<file path="src/sv/u8dec_pkg.sv">
// Package for the UTF-8 byte stream decoder: widths and code constants.
// No dependencies; used by utf8_byte_stream_decoder_top.
package u8dec_pkg;

	localparam int unsigned BYTE_W = 8;
	localparam int unsigned CP_W   = 21;

	// Value emitted for any malformed sequence
	localparam logic [CP_W-1:0] REPL_CHAR = 21'h00FFFD;

	// Continuation byte pattern 10xxxxxx (top two bits)
	localparam logic [1:0] CONT_TAG = 2'b10;

	// Number of continuation bytes still owed by an open sequence
	typedef logic [1:0] pend_t;

	localparam pend_t PEND_NONE  = 2'd0;
	localparam pend_t PEND_ONE   = 2'd1;
	localparam pend_t PEND_TWO   = 2'd2;
	localparam pend_t PEND_THREE = 2'd3;

endpackage

</file>
<file path="src/sv/utf8_byte_stream_decoder_top.sv">
// UTF-8 byte stream decoder, top level.
// Depends on u8dec_pkg for widths and constants.

// One byte enters per word on s_axis and at most one code point leaves per word
// on m_axis; a lead byte and its continuation bytes give a single output word
// after the last of them. The block takes one byte per cycle while m_axis does not
// stall: an input register holds the byte, and the decode step against the
// sequence state feeds the output register. A lead byte 0xC0-0xDF, 0xE0-0xEF or
// 0xF0-0xFF always swallows one, two or three following bytes whatever they are;
// a malformed sequence or a stray continuation byte gives U+FFFD. tuser flags
// every word whose value is U+FFFD. No overlong or range check is done. A stall
// on m_axis stops both stages; a byte is still taken while the input register is
// empty.
module utf8_byte_stream_decoder_top (
	input  logic        clk,
	input  logic        arst_n,
	input  logic        s_axis_tvalid,
	output logic        s_axis_tready,
	input  logic [7:0]  s_axis_tdata,   // [7:0] data_byte
	output logic        m_axis_tvalid,
	input  logic        m_axis_tready,
	output logic [23:0] m_axis_tdata,   // [20:0] code_point, [23:21] zero
	output logic        m_axis_tuser    // [0] bad_sequence
);

	// Input stage
	logic                         valid_s1;
	logic [u8dec_pkg::BYTE_W-1:0] byte_s1;

	// Sequence state
	u8dec_pkg::pend_t           pend_q;
	logic [u8dec_pkg::CP_W-1:0] part_q;
	logic                       bad_q;

	// Output stage
	logic                       valid_s2;
	logic [u8dec_pkg::CP_W-1:0] cp_s2;
	logic                       flag_s2;

	// Decode results
	u8dec_pkg::pend_t           pend_n;
	logic [u8dec_pkg::CP_W-1:0] part_n;
	logic                       bad_n;
	logic                       emit;
	logic [u8dec_pkg::CP_W-1:0] cp_n;
	logic                       seen_bad;
	logic [u8dec_pkg::CP_W-1:0] shifted;

	logic adv;

	// Both stages move when the output register is free or being drained
	assign adv           = !valid_s2 || m_axis_tready;
	assign s_axis_tready = adv || !valid_s1;

	// Decode one byte against the open sequence
	always_comb begin
		pend_n   = pend_q;
		part_n   = part_q;
		bad_n    = bad_q;
		emit     = 1'b0;
		cp_n     = u8dec_pkg::REPL_CHAR;
		seen_bad = bad_q || (byte_s1[7:6] != u8dec_pkg::CONT_TAG);
		shifted  = {part_q[u8dec_pkg::CP_W-7:0], byte_s1[5:0]};
		if (pend_q != u8dec_pkg::PEND_NONE) begin
			pend_n = pend_q - u8dec_pkg::PEND_ONE;
			if (pend_q == u8dec_pkg::PEND_ONE) begin
				emit   = 1'b1;
				cp_n   = seen_bad ? u8dec_pkg::REPL_CHAR : shifted;
				part_n = '0;
				bad_n  = 1'b0;
			end else begin
				part_n = shifted;
				bad_n  = seen_bad;
			end
		end else begin
			case (byte_s1) inside
				[8'h00:8'h7F]: begin
					emit = 1'b1;
					cp_n = {{(u8dec_pkg::CP_W-u8dec_pkg::BYTE_W){1'b0}}, byte_s1};
				end
				[8'h80:8'hBF]: begin
					emit = 1'b1;
					cp_n = u8dec_pkg::REPL_CHAR;
				end
				[8'hC0:8'hDF]: begin
					bad_n  = 1'b0;
					pend_n = u8dec_pkg::PEND_ONE;
					part_n = {16'd0, byte_s1[4:0]};
				end
				[8'hE0:8'hEF]: begin
					bad_n  = 1'b0;
					pend_n = u8dec_pkg::PEND_TWO;
					part_n = {17'd0, byte_s1[3:0]};
				end
				default: begin
					bad_n  = 1'b0;
					pend_n = u8dec_pkg::PEND_THREE;
					part_n = {18'd0, byte_s1[2:0]};
				end
			endcase
		end
	end

	// Input register
	always_ff @(posedge clk or negedge arst_n) begin
		if (!arst_n) begin
			valid_s1 <= 1'b0;
		end else if (s_axis_tready) begin
			valid_s1 <= s_axis_tvalid;
		end
	end

	always_ff @(posedge clk) begin
		if (s_axis_tready && s_axis_tvalid) begin
			byte_s1 <= s_axis_tdata;
		end
	end

	// Sequence state, updated as the byte leaves the input register
	always_ff @(posedge clk or negedge arst_n) begin
		if (!arst_n) begin
			pend_q <= u8dec_pkg::PEND_NONE;
			part_q <= '0;
			bad_q  <= 1'b0;
		end else if (adv && valid_s1) begin
			pend_q <= pend_n;
			part_q <= part_n;
			bad_q  <= bad_n;
		end
	end

	// Output register
	always_ff @(posedge clk or negedge arst_n) begin
		if (!arst_n) begin
			valid_s2 <= 1'b0;
		end else if (adv) begin
			valid_s2 <= valid_s1 && emit;
		end
	end

	always_ff @(posedge clk) begin
		if (adv && valid_s1 && emit) begin
			cp_s2   <= cp_n;
			flag_s2 <= (cp_n == u8dec_pkg::REPL_CHAR);
		end
	end

	assign m_axis_tvalid = valid_s2;
	assign m_axis_tdata  = {3'b000, cp_s2};
	assign m_axis_tuser  = flag_s2;

endmodule

</file>
<file path="config.mk">
export PLATFORM = sky130hd
export DESIGN_NAME = utf8_byte_stream_decoder_top
export DESIGN_NICKNAME = d
export VERILOG_FILES = /design/src/sv/u8dec_pkg.sv /design/src/sv/utf8_byte_stream_decoder_top.sv
export SDC_FILE = /design/constraint.sdc
export NUM_CORES = 1
export LEC_CHECK = 0
export BUFFER_PORTS_ARGS = -buffer_cell sky130_fd_sc_hd__buf_4
export CORE_ASPECT_RATIO = 1.4
export CORE_MARGIN = 4
export CORE_UTILIZATION = 40
export DETAILED_ROUTE_END_ITERATION = 8
export HOLD_SLACK_MARGIN = 0.05
export PLACE_DENSITY = 0.63
export SYNTH_ARGS = -nofsm -noshare
export SYNTH_HDL_FRONTEND = slang
export SYNTH_SLANG_ARGS = --single-unit
export TNS_END_PERCENT = 100
</file>
<file path="constraint.sdc">
create_clock -name clk -period 2.8 [get_ports clk]
set_input_delay 0 -clock clk [delete_from_list [all_inputs] [get_ports clk]]
set_output_delay 0 -clock clk [all_outputs]
set_load 0.02 [all_outputs]
</file>
==> results of run 1 <==
[flip-flops by register name (all words and copies together) (netlist names)]
| register | count |
|---|---|
| m_axis_tuser | 1 |
| m_axis_tvalid | 1 |
| pend_q | 2 |
| byte_s1 | 8 |
| part_q | 15 |
| bad_q | 1 |
| cp_s2 | 21 |
| valid_s1 | 1 |
[worst reg2reg max path, stage by stage (launching register included)]
cell,delay (ns)
dfrtp_1,0.86
a211o_1,0.20
nand3_2,0.18
nor2_1,0.16
mux2_1,0.32
[metrics by stage]
step | setup WS (ns) | hold slack (ns) | total power, mW | area, um2
2_1_floorplan | 0.7777 | -0.2956 | 1.683 | 2079
6_report | 0.9681 | 0.08449 | 2.335 | 2576
3_3_place_gp | 1.037 | -0.1059 | 1.913 | 2371
4_1_cts | 0.9807 | 0.07713 | 2.362 | 2576
5_1_grt | 0.7990 | 0.09682 | 2.501 | 2576
3_5_place_dp | 0.9935 | -0.1039 | 1.920 | 2371
[timing repair]
item	4_1_cts	5_1_grt
hold buffers	11	0
gates resized for setup	0	0
endpoints found under the setup margin	0	0
endpoints found under the hold margin	29	0
[cells in the mapped netlist, types with 2 or more instances]
library cell and n:
a31oi_1 2, nor2b_1 2, nor2_1 4, dfrtp_1 20, or3_1 6, o21ai_0 17, nand4_1 3, edfxtp_1 30
buf_4 3, nand2b_1 5, and2_1 7, o21a_1 5, buf_2 4, a21oi_1 4, nand2_1 38, o22a_1 2
nor3_1 2, clkbuf_1 2
[cells by family after synthesis]
family,after synthesis,synth area share
and+or+nand+nor,77,0.1895
DFF,50,0.6780
AOI/OAI and AO/OA,32,0.09141
buffers and inverters,12,0.03389
muxes,1,0.005448
other,1,0.001814
[routing by layer]
metal  global-route usage  share of wire  up-vias
met5                    0              0        -
met4              0.03902          0.012        0
met3              0.03486          0.053        4
met2               0.2231           0.51       38
met1               0.1756           0.42      650
li1                     -              -      689
[report_power, final]
| part | internal, mW | total, mW | leakage (nW) | switching, mW |
|---|---|---|---|---|
| logic | 0.289 | 0.683 | 0.438 | 0.394 |
| registers | 1.03 | 1.23 | 0.534 | 0.198 |
| clock network | 0.199 | 0.423 | 0.0472 | 0.224 |
| total | 1.52 | 2.34 | 1.02 | 0.816 |
[path summary, 6_finish.rpt]
path / endpoint / slack [ns] / depth (start not counted)
max: pend_q[1] / 0.97 / 4
min: m_axis_tvalid / 0.08 / 3
max reg2reg: pend_q[1] / 0.97 / 4
min reg2reg: part_q[11] / 0.51 / 2
max in group asynchronous: part_q[2] / 2.48 / 2
min in group asynchronous: bad_q / 0.11 / 2
[cell type report]
type / instances / share of cell area
Clock buffer: 6 / 0.03205
Sequential cell: 50 / 0.5440
Timing Repair Buffer: 48 / 0.1506
Multi-Input combinational cell: 113 / 0.2360
Inverter: 1 / 0.001457
Tap cell: 64 / 0.03108
Clock inverter: 2 / 0.004857
==> run summary, run 1 <==
PortBufs = 35
required time worst endpoint = 2.99 ns
postcts setup bufs = 0
Bufs and invs on worst path = 0
Mean Syn Cell Area = 11.95 um2
Hold/Removal Path Class = primary input to flop
global-route wire length before repair = 6.596 mm
drc violations = 0
Peak VDD IR = 0.4404 mV
Cells after Synth = 173
beginning of the critical path = pend_q[1]
drt wl/cell = 13.21 um
commonest cells after routing, fill and taps aside = 38 x nand2_1, 37 x buf_4, 30 x edfxtp_1, 20 x dfrtp_1, 17 x o21ai_0
IO Pins = 39
setup_tns = 0 ns
# placed instances = 265
vias per cell = 4.863
ANT cells = 0
CTS Buf Count = 5
RSZ-0062 raised after global routing = no
Final GP Congestion = 0.7456
endpoint class of the critical path = flop
Root Buffer = clkbuf_8
top-area cell type share of the netlist area = 0.4358
Post-DP HPWL = 2.623 mm
max-slew violation count = 0
area of the multi-input gates = 608.1 um2
sequential cell area = 0.001401 mm2
Worst path max stage delay = 0.86 ns
Final Hold Vio Count = 0
Final setup violation count = 0
Unique masters post-synth = 35
pin count of the biggest net entering global routing = 28
clk_lat worst skew = 0.30 ns
die width = 68.76 um
initial antenna violation count = 0
Max Cap Violations = 0
FF-to-FF Start = pend_q[1]
GRT overflow = 0
Crit path max-delay family = flip-flops
ys async rst share = 0.4000
crit share post-route = 0.6543
layout cell share with drive strength beyond 1 = 0.2273
Area contributors post-synth = edfxtp_1 44%, dfrtp_1 24%, nand2_1 6.9%, o21ai_0 4.1%, and2_1 2.1%
Seq/Total Area, Yosys = 0.6780
cell area after synthesis = 0.002067 mm2
WP data arrival = 2.02 ns
CP Cell Sequence = a211o_1, nand3_2, nor2_1, mux2_1
Area Overhead vs Synth = 24.64%
total wire length = 3.751 mm
Routed Antenna Nets = 0
Hold Crit Start = m_axis_tready
Initial Utilization = 0.4204
CP max stage cell = dfrtp_1
Sink Count = 50
Row Count = 30
Clock transition at path regs = 0.09 ns
ys flop type = edfxtp_1
DR vias = 1381
worst-margin pin slew = 0.7764 ns
Final Instance Count excl. Fillers = 284
Max-slew headroom = 0.4824
Synth area leader = edfxtp_1
min cycle time layout = 1.832 ns
most common cell after layout, fill and taps aside = nand2_1
CTS tree = done
GR Util All Layers = 0.1362
Yosys reg bits = 50
post-layout util = 0.5239
DR iter-0 viols = 65
number of global-route vias before repair = 1355
achievable clock frequency = 0.5459 GHz
CP Launch Type = flop
DRT Pass-1 Iters = 4
Post-synth EDFFs = 30
# nets final = 231
critical path peak fanout = 27
status = finished clean
PwrDens = 906.4 mW/mm2
Clock Path Buffers = 2
H-tree levels = 2
Die H = 93.06 um
skew final = 0.006122 ns
die footprint = 0.006398 mm2
WS Path Type = flop to flop
Lkg Pwr = 1.019 nW
Filler cells = 458
Ys Warns = 0
core box area = 0.004917 mm2
No activity file was read; power rests on OpenSTA's default activity.
==> run 2: changes to the inputs <==
--- a/config.mk
+++ b/config.mk
@@ -11,7 +11,7 @@
 export CORE_UTILIZATION = 40
 export DETAILED_ROUTE_END_ITERATION = 8
 export HOLD_SLACK_MARGIN = 0.05
-export PLACE_DENSITY = 0.63
+export PLACE_DENSITY = 0.61
 export SYNTH_ARGS = -nofsm -noshare
 export SYNTH_HDL_FRONTEND = slang
 export SYNTH_SLANG_ARGS = --single-unit
==> constraint.sdc (replaced) <==
create_clock -name clk -period 1.8 [get_ports clk]
set_input_delay 0 -clock clk [delete_from_list [all_inputs] [get_ports clk]]
set_output_delay 0 -clock clk [all_outputs]
set_load 0.02 [all_outputs]
==> run 2 against run 1 <==
  * Sequential power increased by 50%
  * Sequential share of layout area is 1.2 points lower
  * Die area unchanged
  * Register-to-register slack got worse by 0.78 ns
  * Total power up 65%
  * Combinational power increased by 76%
  * Non-clock buffer count is 4 higher
  * Cell area is 2.2% higher
  * Clock skew is 0.0021 ns lower
  * Highest routed layer unchanged
==> run summary, run 2 (synthesis gave the netlist of run 1 again) <==
Final Instance Count excl. Fillers = 288 (was 284)
clk_lat worst skew = 0.30 ns (about the same)
min cycle time layout = 1.607 ns (was 1.832 ns)
PwrDens = 1464 mW/mm2 (was 906.4 mW/mm2)
postcts setup bufs = 0 (unchanged)
# resized after CTS = 0 (unchanged)
largest registers = cp_s2 x21, part_q x15, byte_s1 x8 (unchanged)
# nets final = 235 (was 231)
max FFs per register = 21 (unchanged)
Root Buffer = clkbuf_8 (unchanged)
die width = 68.76 um (unchanged)
Row Count = 30 (unchanged)
Bufs and invs on worst path = 0 (unchanged)
WP data arrival = 1.66 ns (was 2.02 ns)
ANT cells = 0 (unchanged)
Clock transition at path regs = 0.08 ns (was 0.09 ns)
post-layout util = 0.5356 (was 0.5239)
DR iter-0 viols = 51 (was 65)
number of global-route vias before repair = 1372 (was 1355)
die footprint = 0.006398 mm2 (unchanged)
most common cell after layout, fill and taps aside = buf_4 (was nand2_1)
DRT Pass-1 Iters = 7 (was 4)
skew final = 0.004003 ns (was 0.006122 ns)
H-tree levels = 2 (unchanged)
Largest Register = cp_s2 (unchanged)
Fin Hold WS = 0.09921 ns (was 0.08449 ns)
CP Launch Type = flop (unchanged)
Hold/Removal Path Class = primary input to flop (unchanged)
# placed instances = 269 (was 265)
CTS Buf Count = 5 (unchanged)
CP max stage cell = edfxtp_1 (was dfrtp_1)
worst setup margin = 0.1926 ns (was 0.9681 ns)
GRT overflow = 0 (unchanged)
Crit path max-delay family = simple AND/OR/NAND/NOR gates (was flip-flops)
CTS tree = done (unchanged)
Worst path max stage delay = 0.48 ns (was 0.86 ns)
Post-Place Cell Area = 0.002407 mm2 (was 0.002371 mm2)
WS Path Type = flop to flop (unchanged)
Sequential Power Share = 0.481 (was 0.526)
Pwr Total = 3.855 mW (was 2.335 mW)
clock network fraction of total power = 0.207 (was 0.181)
RSZ-0062 raised after global routing = no (unchanged)
Sink Count = 50 (unchanged)
Filler cells = 439 (was 458)
total wire length = 3.918 mm (was 3.751 mm)
Lkg Pwr = 1.052 nW (was 1.019 nW)
commonest cells after routing, fill and taps aside = 41 x buf_4, 38 x nand2_1, 30 x edfxtp_1, 20 x dfrtp_1, 17 x o21ai_0 (was 38 x nand2_1, 37 x buf_4, 30 x edfxtp_1, 20 x dfrtp_1, 17 x o21ai_0)
switching fraction of total power = 0.3357 (was 0.3495)
initial antenna violation count = 0 (unchanged)
setup_tns = 0 ns (unchanged)
drc violations = 0 (unchanged)
GR Util All Layers = 0.1334 (was 0.1362)
required time worst endpoint = 1.85 ns (was 2.99 ns)
internal power = 2.561 mW (was 1.519 mW)
Max Cap Violations = 0 (unchanged)
final instance area = 0.002634 mm2 (was 0.002576 mm2)
Final GP Congestion = 0.7885 (was 0.7456)
P_sw = 1.294 mW (was 0.8162 mW)
critical path peak fanout = 6 (was 27)
IO Pins = 39 (unchanged)
Die H = 93.06 um (unchanged)
drt wl/cell = 13.60 um (was 13.21 um)
Initial Utilization = 0.4204 (unchanged)
global-route wire length before repair = 6.285 mm (was 6.596 mm)
CP Cell Sequence = nor3b_2, a21oi_1, or3_1 (was a211o_1, nand3_2, nor2_1, mux2_1)
crit share post-route = 0.8930 (was 0.6543)
combinational power share = 0.313 (was 0.293)
Final Hold Vio Count = 0 (unchanged)
status = finished clean (unchanged)
Area Overhead vs Synth = 27.42% (was 24.64%)
endpoint class of the critical path = flop (unchanged)
core box area = 0.004917 mm2 (unchanged)
Post-DP HPWL = 2.938 mm (was 2.623 mm)
Final setup violation count = 0 (unchanged)
Clock Path Buffers = 2 (unchanged)
DR vias = 1406 (was 1381)
Peak VDD IR = 0.5621 mV (was 0.4404 mV)
achievable clock frequency = 0.6221 GHz (was 0.5459 GHz)
pin count of the biggest net entering global routing = 21 (was 28)
Hold-fix buffers, CTS = 11 (unchanged)
area of the multi-input gates = 614.3 um2 (was 608.1 um2)
PortBufs = 35 (unchanged)
max-slew violation count = 0 (unchanged)
sequential cell area = 0.001401 mm2 (unchanged)
pre-CTS WS = 0.2034 ns (was 0.9935 ns)
Routed Antenna Nets = 0 (unchanged)
layout cell share with drive strength beyond 1 = 0.2366 (was 0.2273)
vias per cell = 4.882 (was 4.863)
-- run 2: worst paths after layout --
check,slack (ns),end,depth (start not counted),from
setup / recovery,0.19,cp_s2[3],3,byte_s1[6]
hold / removal,0.1,m_axis_tvalid,3,m_axis_tready
setup reg to reg,0.19,cp_s2[3],3,byte_s1[6]
hold reg to reg,0.52,part_q[13],2,part_q[13]
max in group asynchronous,1.48,part_q[14],2,arst_n
min in group asynchronous,0.11,valid_s1,2,arst_n
-- run 2: layout make-up --
cell class	instances	share of cell area
multi-input cells	113	0.2333
inverters	1	0.001425
clock inverters	1	0.01140
clock buffers	7	0.03278
flip-flops and latches	50	0.5321
repair buffers	52	0.1587
well taps	64	0.03040
-- run 2: worst min-delay path: stages --
cell and delay [ns]:
buf_4 0.11, nor2b_1 0.13, or2_2 0.13
-- run 2: metal layers --
metal | vias to the layer above | GRT usage | part of all wire | wire [um]
li1 | 695 | - | - | -
met1 | 665 | 0.1426 | 0.38 | 1496
met2 | 42 | 0.2422 | 0.55 | 2169
met3 | 4 | 0.03966 | 0.055 | 215
met4 | 0 | 0.04228 | 0.0092 | 36
met5 | - | 0 | 0 | 0
-- run 2: power by group through the flow --
stage          sequential, mW  clock [mW]  combinational [mW]
3_5_place_dp             1.88           0                1.19
4_1_cts                  1.85       0.806                1.22
6_report                 1.85       0.797                1.20
3_3_place_gp             1.86           0                1.17
2_1_floorplan            1.94           0               0.689
5_1_grt                  1.89       0.858                1.34
==> run 3: changes to the inputs <==
--- a/config.mk
+++ b/config.mk
@@ -5,13 +5,14 @@
 export SDC_FILE = /design/constraint.sdc
 export NUM_CORES = 1
 export LEC_CHECK = 0
+export ABC_AREA = 1
 export BUFFER_PORTS_ARGS = -buffer_cell sky130_fd_sc_hd__buf_4
 export CORE_ASPECT_RATIO = 1.4
 export CORE_MARGIN = 4
-export CORE_UTILIZATION = 40
+export CORE_UTILIZATION = 45
 export DETAILED_ROUTE_END_ITERATION = 8
 export HOLD_SLACK_MARGIN = 0.05
-export PLACE_DENSITY = 0.61
+export PLACE_DENSITY = 0.67
 export SYNTH_ARGS = -nofsm -noshare
 export SYNTH_HDL_FRONTEND = slang
 export SYNTH_SLANG_ARGS = --single-unit
==> run 3 against run 2 <==
  * Sequential share of layout area down 0.53 points
  * Clock skew about the same
  * Synthesized area up 2.5%
  * Total power up 3.2%
  * Count of clock-buffer cells in the layout unchanged
  * Critical endpoint is now m_axis_tuser
  * Fmax down 2.8%
  * Die area down 8.0%
==> run summary, run 3 <==
status = finished clean (unchanged)
max FFs per register = 21 (unchanged)
Sequential Power Share = 0.449 (was 0.481)
Routed Antenna Nets = 0 (unchanged)
Initial Utilization = 0.4673 (was 0.4204)
achievable clock frequency = 0.6045 GHz (was 0.6221 GHz)
clock network fraction of total power = 0.189 (was 0.207)
internal power = 2.544 mW (was 2.561 mW)
H-tree levels = 2 (unchanged)
commonest cells after routing, fill and taps aside = 38 x buf_4, 30 x edfxtp_1, 28 x nand2_1, 26 x inv_1, 20 x dfrtp_1 (was 41 x buf_4, 38 x nand2_1, 30 x edfxtp_1, 20 x dfrtp_1, 17 x o21ai_0)
P_sw = 1.434 mW (was 1.294 mW)
worst setup margin = 0.1457 ns (was 0.1926 ns)
Area Overhead vs Synth = 25.50% (was 27.42%)
Hold/Removal Path Class = primary input to async pin (was primary input to flop)
switching fraction of total power = 0.3605 (was 0.3357)
Mean Syn Cell Area = 10.98 um2 (was 11.95 um2)
top-area cell type share of the netlist area = 0.4250 (was 0.4358)
most common cell in the synthesized netlist = edfxtp_1 (was nand2_1)
Largest Register = cp_s2 (unchanged)
Worst path max stage delay = 0.52 ns (was 0.48 ns)
ANT cells = 0 (unchanged)
WP data arrival = 1.72 ns (was 1.66 ns)
total wire length = 3.857 mm (was 3.918 mm)
die width = 66 um (was 68.76 um)
Clock Path Buffers = 2 (unchanged)
Synth area leader = edfxtp_1 (unchanged)
Ys Warns = 0 (unchanged)
drc violations = 0 (unchanged)
CTS tree = done (unchanged)
min cycle time layout = 1.654 ns (was 1.607 ns)
RSZ-0062 raised after global routing = no (unchanged)
Cells after Synth = 193 (was 173)
Yosys reg bits = 50 (unchanged)
FF-to-FF Start = pend_q[1] (was byte_s1[6])
crit share post-route = 0.9190 (was 0.8930)
DR vias = 1495 (was 1406)
number of global-route vias before repair = 1424 (was 1372)
Post-DP HPWL = 2.822 mm (was 2.938 mm)
PwrDens = 1496 mW/mm2 (was 1464 mW/mm2)
CP Cell Sequence = inv_4, nand2_4, nor2_2, o21ai_0, nand3_1, nor2_1, nand2_1, nor2_1 (was nor3b_2, a21oi_1, or3_1)
GRT overflow = 0 (unchanged)
critical path peak fanout = 12 (was 6)
Pwr Total = 3.978 mW (was 3.855 mW)
Post-synth EDFFs = 30 (unchanged)
Filler cells = 392 (was 439)
Peak VDD IR = 0.7720 mV (was 0.5621 mV)
required time worst endpoint = 1.86 ns (was 1.85 ns)
global-route wire length before repair = 6.486 mm (was 6.285 mm)
beginning of the critical path = pend_q[1] (was byte_s1[6])
CP Launch Type = flop (unchanged)
Clock transition at path regs = 0.08 ns (about the same)
vias per cell = 4.870 (was 4.882)
largest registers = cp_s2 x21, part_q x15, byte_s1 x8 (unchanged)
Crit path depth = 8 (was 3)
CTS Buf Count = 5 (unchanged)
endpoint class of the critical path = flop (unchanged)
CP max stage cell = dfrtp_1 (was edfxtp_1)
Final Instance Count excl. Fillers = 307 (was 288)
Sink Count = 50 (unchanged)
R2R cell count = 8 (was 3)
die footprint = 0.005888 mm2 (was 0.006398 mm2)
area of the multi-input gates = 538.0 um2 (was 614.3 um2)
core box area = 0.004536 mm2 (was 0.004917 mm2)
WS Path Type = flop to flop (unchanged)
Root Buffer = clkbuf_8 (unchanged)
postcts setup bufs = 0 (unchanged)
Die H = 89.21 um (was 93.06 um)
cell area after synthesis = 0.002120 mm2 (was 0.002067 mm2)
GR Util All Layers = 0.1495 (was 0.1334)
Lkg Pwr = 1.140 nW (was 1.052 nW)
Crit path max-delay family = simple AND/OR/NAND/NOR gates (unchanged)
DRT Pass-1 Iters = 4 (was 7)
drt wl/cell = 12.56 um (was 13.60 um)
most common cell after layout, fill and taps aside = buf_4 (unchanged)
# placed instances = 287 (was 269)
Max Cap Violations = 0 (unchanged)
Unique masters post-synth = 27 (was 35)
Final setup violation count = 0 (unchanged)
IO Pins = 39 (unchanged)
Final Hold Vio Count = 0 (unchanged)
# resized after CTS = 0 (unchanged)
clk_lat worst skew = 0.30 ns (about the same)
pre-CTS WS = 0.1728 ns (was 0.2034 ns)
PortBufs = 35 (unchanged)
Final GP Congestion = 0.9062 (was 0.7885)
combinational power share = 0.361 (was 0.313)
ys async rst share = 0.4000 (unchanged)
max-slew violation count = 0 (unchanged)
Bufs and invs on worst path = 1 (was 0)
initial antenna violation count = 0 (unchanged)
Post-synth top cells = 30 x edfxtp_1, 28 x nand2_1, 26 x inv_1, 20 x dfrtp_1, 18 x nor2_1 (was 38 x nand2_1, 30 x edfxtp_1, 20 x dfrtp_1, 17 x o21ai_0, 7 x and2_1)
# nets final = 256 (was 235)
Area contributors post-synth = edfxtp_1 43%, dfrtp_1 24%, nand2_1 5.0%, inv_1 4.6%, nand3_1 3.8% (was edfxtp_1 44%, dfrtp_1 24%, nand2_1 6.9%, o21ai_0 4.1%, and2_1 2.1%)
most frequent CP cell = nor2_1
Seq/Total Area, Yosys = 0.6612 (was 0.6780)
pin count of the biggest net entering global routing = 23 (was 21)
Row Count = 29 (was 30)
sequential cell area = 0.001401 mm2 (unchanged)
setup_tns = 0 ns (unchanged)
skew final = 0.003820 ns (was 0.004003 ns)
ys flop type = edfxtp_1 (unchanged)
layout cell share with drive strength beyond 1 = 0.2286 (was 0.2366)
DR iter-0 viols = 38 (was 51)
-- run 3: cell types whose count changed after synthesis, moves of 6 or more --
cell | previous run | this run
o21ai_1 | 0 | 8
inv_1 | 1 | 26
o21ai_0 | 17 | 5
nand2_1 | 38 | 28
or3_1 | 6 | 0
o31ai_1 | 0 | 6
nand3_1 | 1 | 16
and2_1 | 7 | 0
nor2_1 | 4 | 18
-- run 3: area by class of cell --
cell class,count,share of cell area
Clock buffer,7,0.02869
Inverter,29,0.04186
Sequential cell,50,0.5268
Timing Repair Buffer,51,0.1599
Tap cell,62,0.02916
Multi-Input combinational cell,107,0.2023
Clock inverter,1,0.01129
-- run 3: final timing paths --
path	endpoint	slack [ns]
min in group clk	byte_s1[5]	0.41
worst max register to register	m_axis_tuser	0.15
worst min-delay path	part_q[13]	0.11
max in group asynchronous	part_q[3]	1.48
worst max-delay path	m_axis_tuser	0.15
worst min register to register	part_q[10]	0.49
-- run 3: timing repair --
item | CTS | global route
hold buffers | 12 | 0
setup endpoints to repair | 0 | 0
hold endpoints to repair | 30 | 0
-- run 3: worst reg2reg max path, delay by kind of cell, from the launching register on --
| family | cells | cell delay, ns |
|---|---|---|
| AO/OA/AOI/OAI | 1 | 0.14 |
| buffers and inverters | 1 | 0.19 |
| AND/OR/NAND/NOR | 6 | 0.56 |
| flip-flops | 1 | 0.52 |
-- run 3: cells by family after synthesis --
logic type             after synthesis  synth area share
and+or+nand+nor                     71            0.1541
other                                1          0.001769
AOI/OAI and AO/OA                   33           0.09091
buffers and inverters               38           0.09209
DFF                                 50            0.6612
-- run 3: power groups by stage --
stage | Combinational [mW] | Sequential, mW | Clock, mW
final | 1.44 | 1.79 | 0.754
after global routing | 1.59 | 1.82 | 0.831
after CTS | 1.45 | 1.79 | 0.769
after detailed placement | 1.41 | 1.81 | 0
after global placement | 1.40 | 1.81 | 0
after floorplan | 0.910 | 1.91 | 0
-- run 3: per-layer routing --
metal  routed length, um  part of all wire  track usage
met5                   0                 0            0
met4                  85             0.022      0.09242
met3                 225             0.058      0.04403
met2                1992              0.52       0.2445
met1                1554              0.40       0.1722
-- run 3: metrics by stage --
step	hold WS, ns	utilization	area (um2)
3_3_place_gp	-0.1031	0.5366	2434
4_1_cts	0.1179	0.5865	2660
3_5_place_dp	-0.1013	0.5366	2434
6_report	0.1088	0.5865	2660
5_1_grt	0.1351	0.5865	2660
2_1_floorplan	-0.2956	-	2135
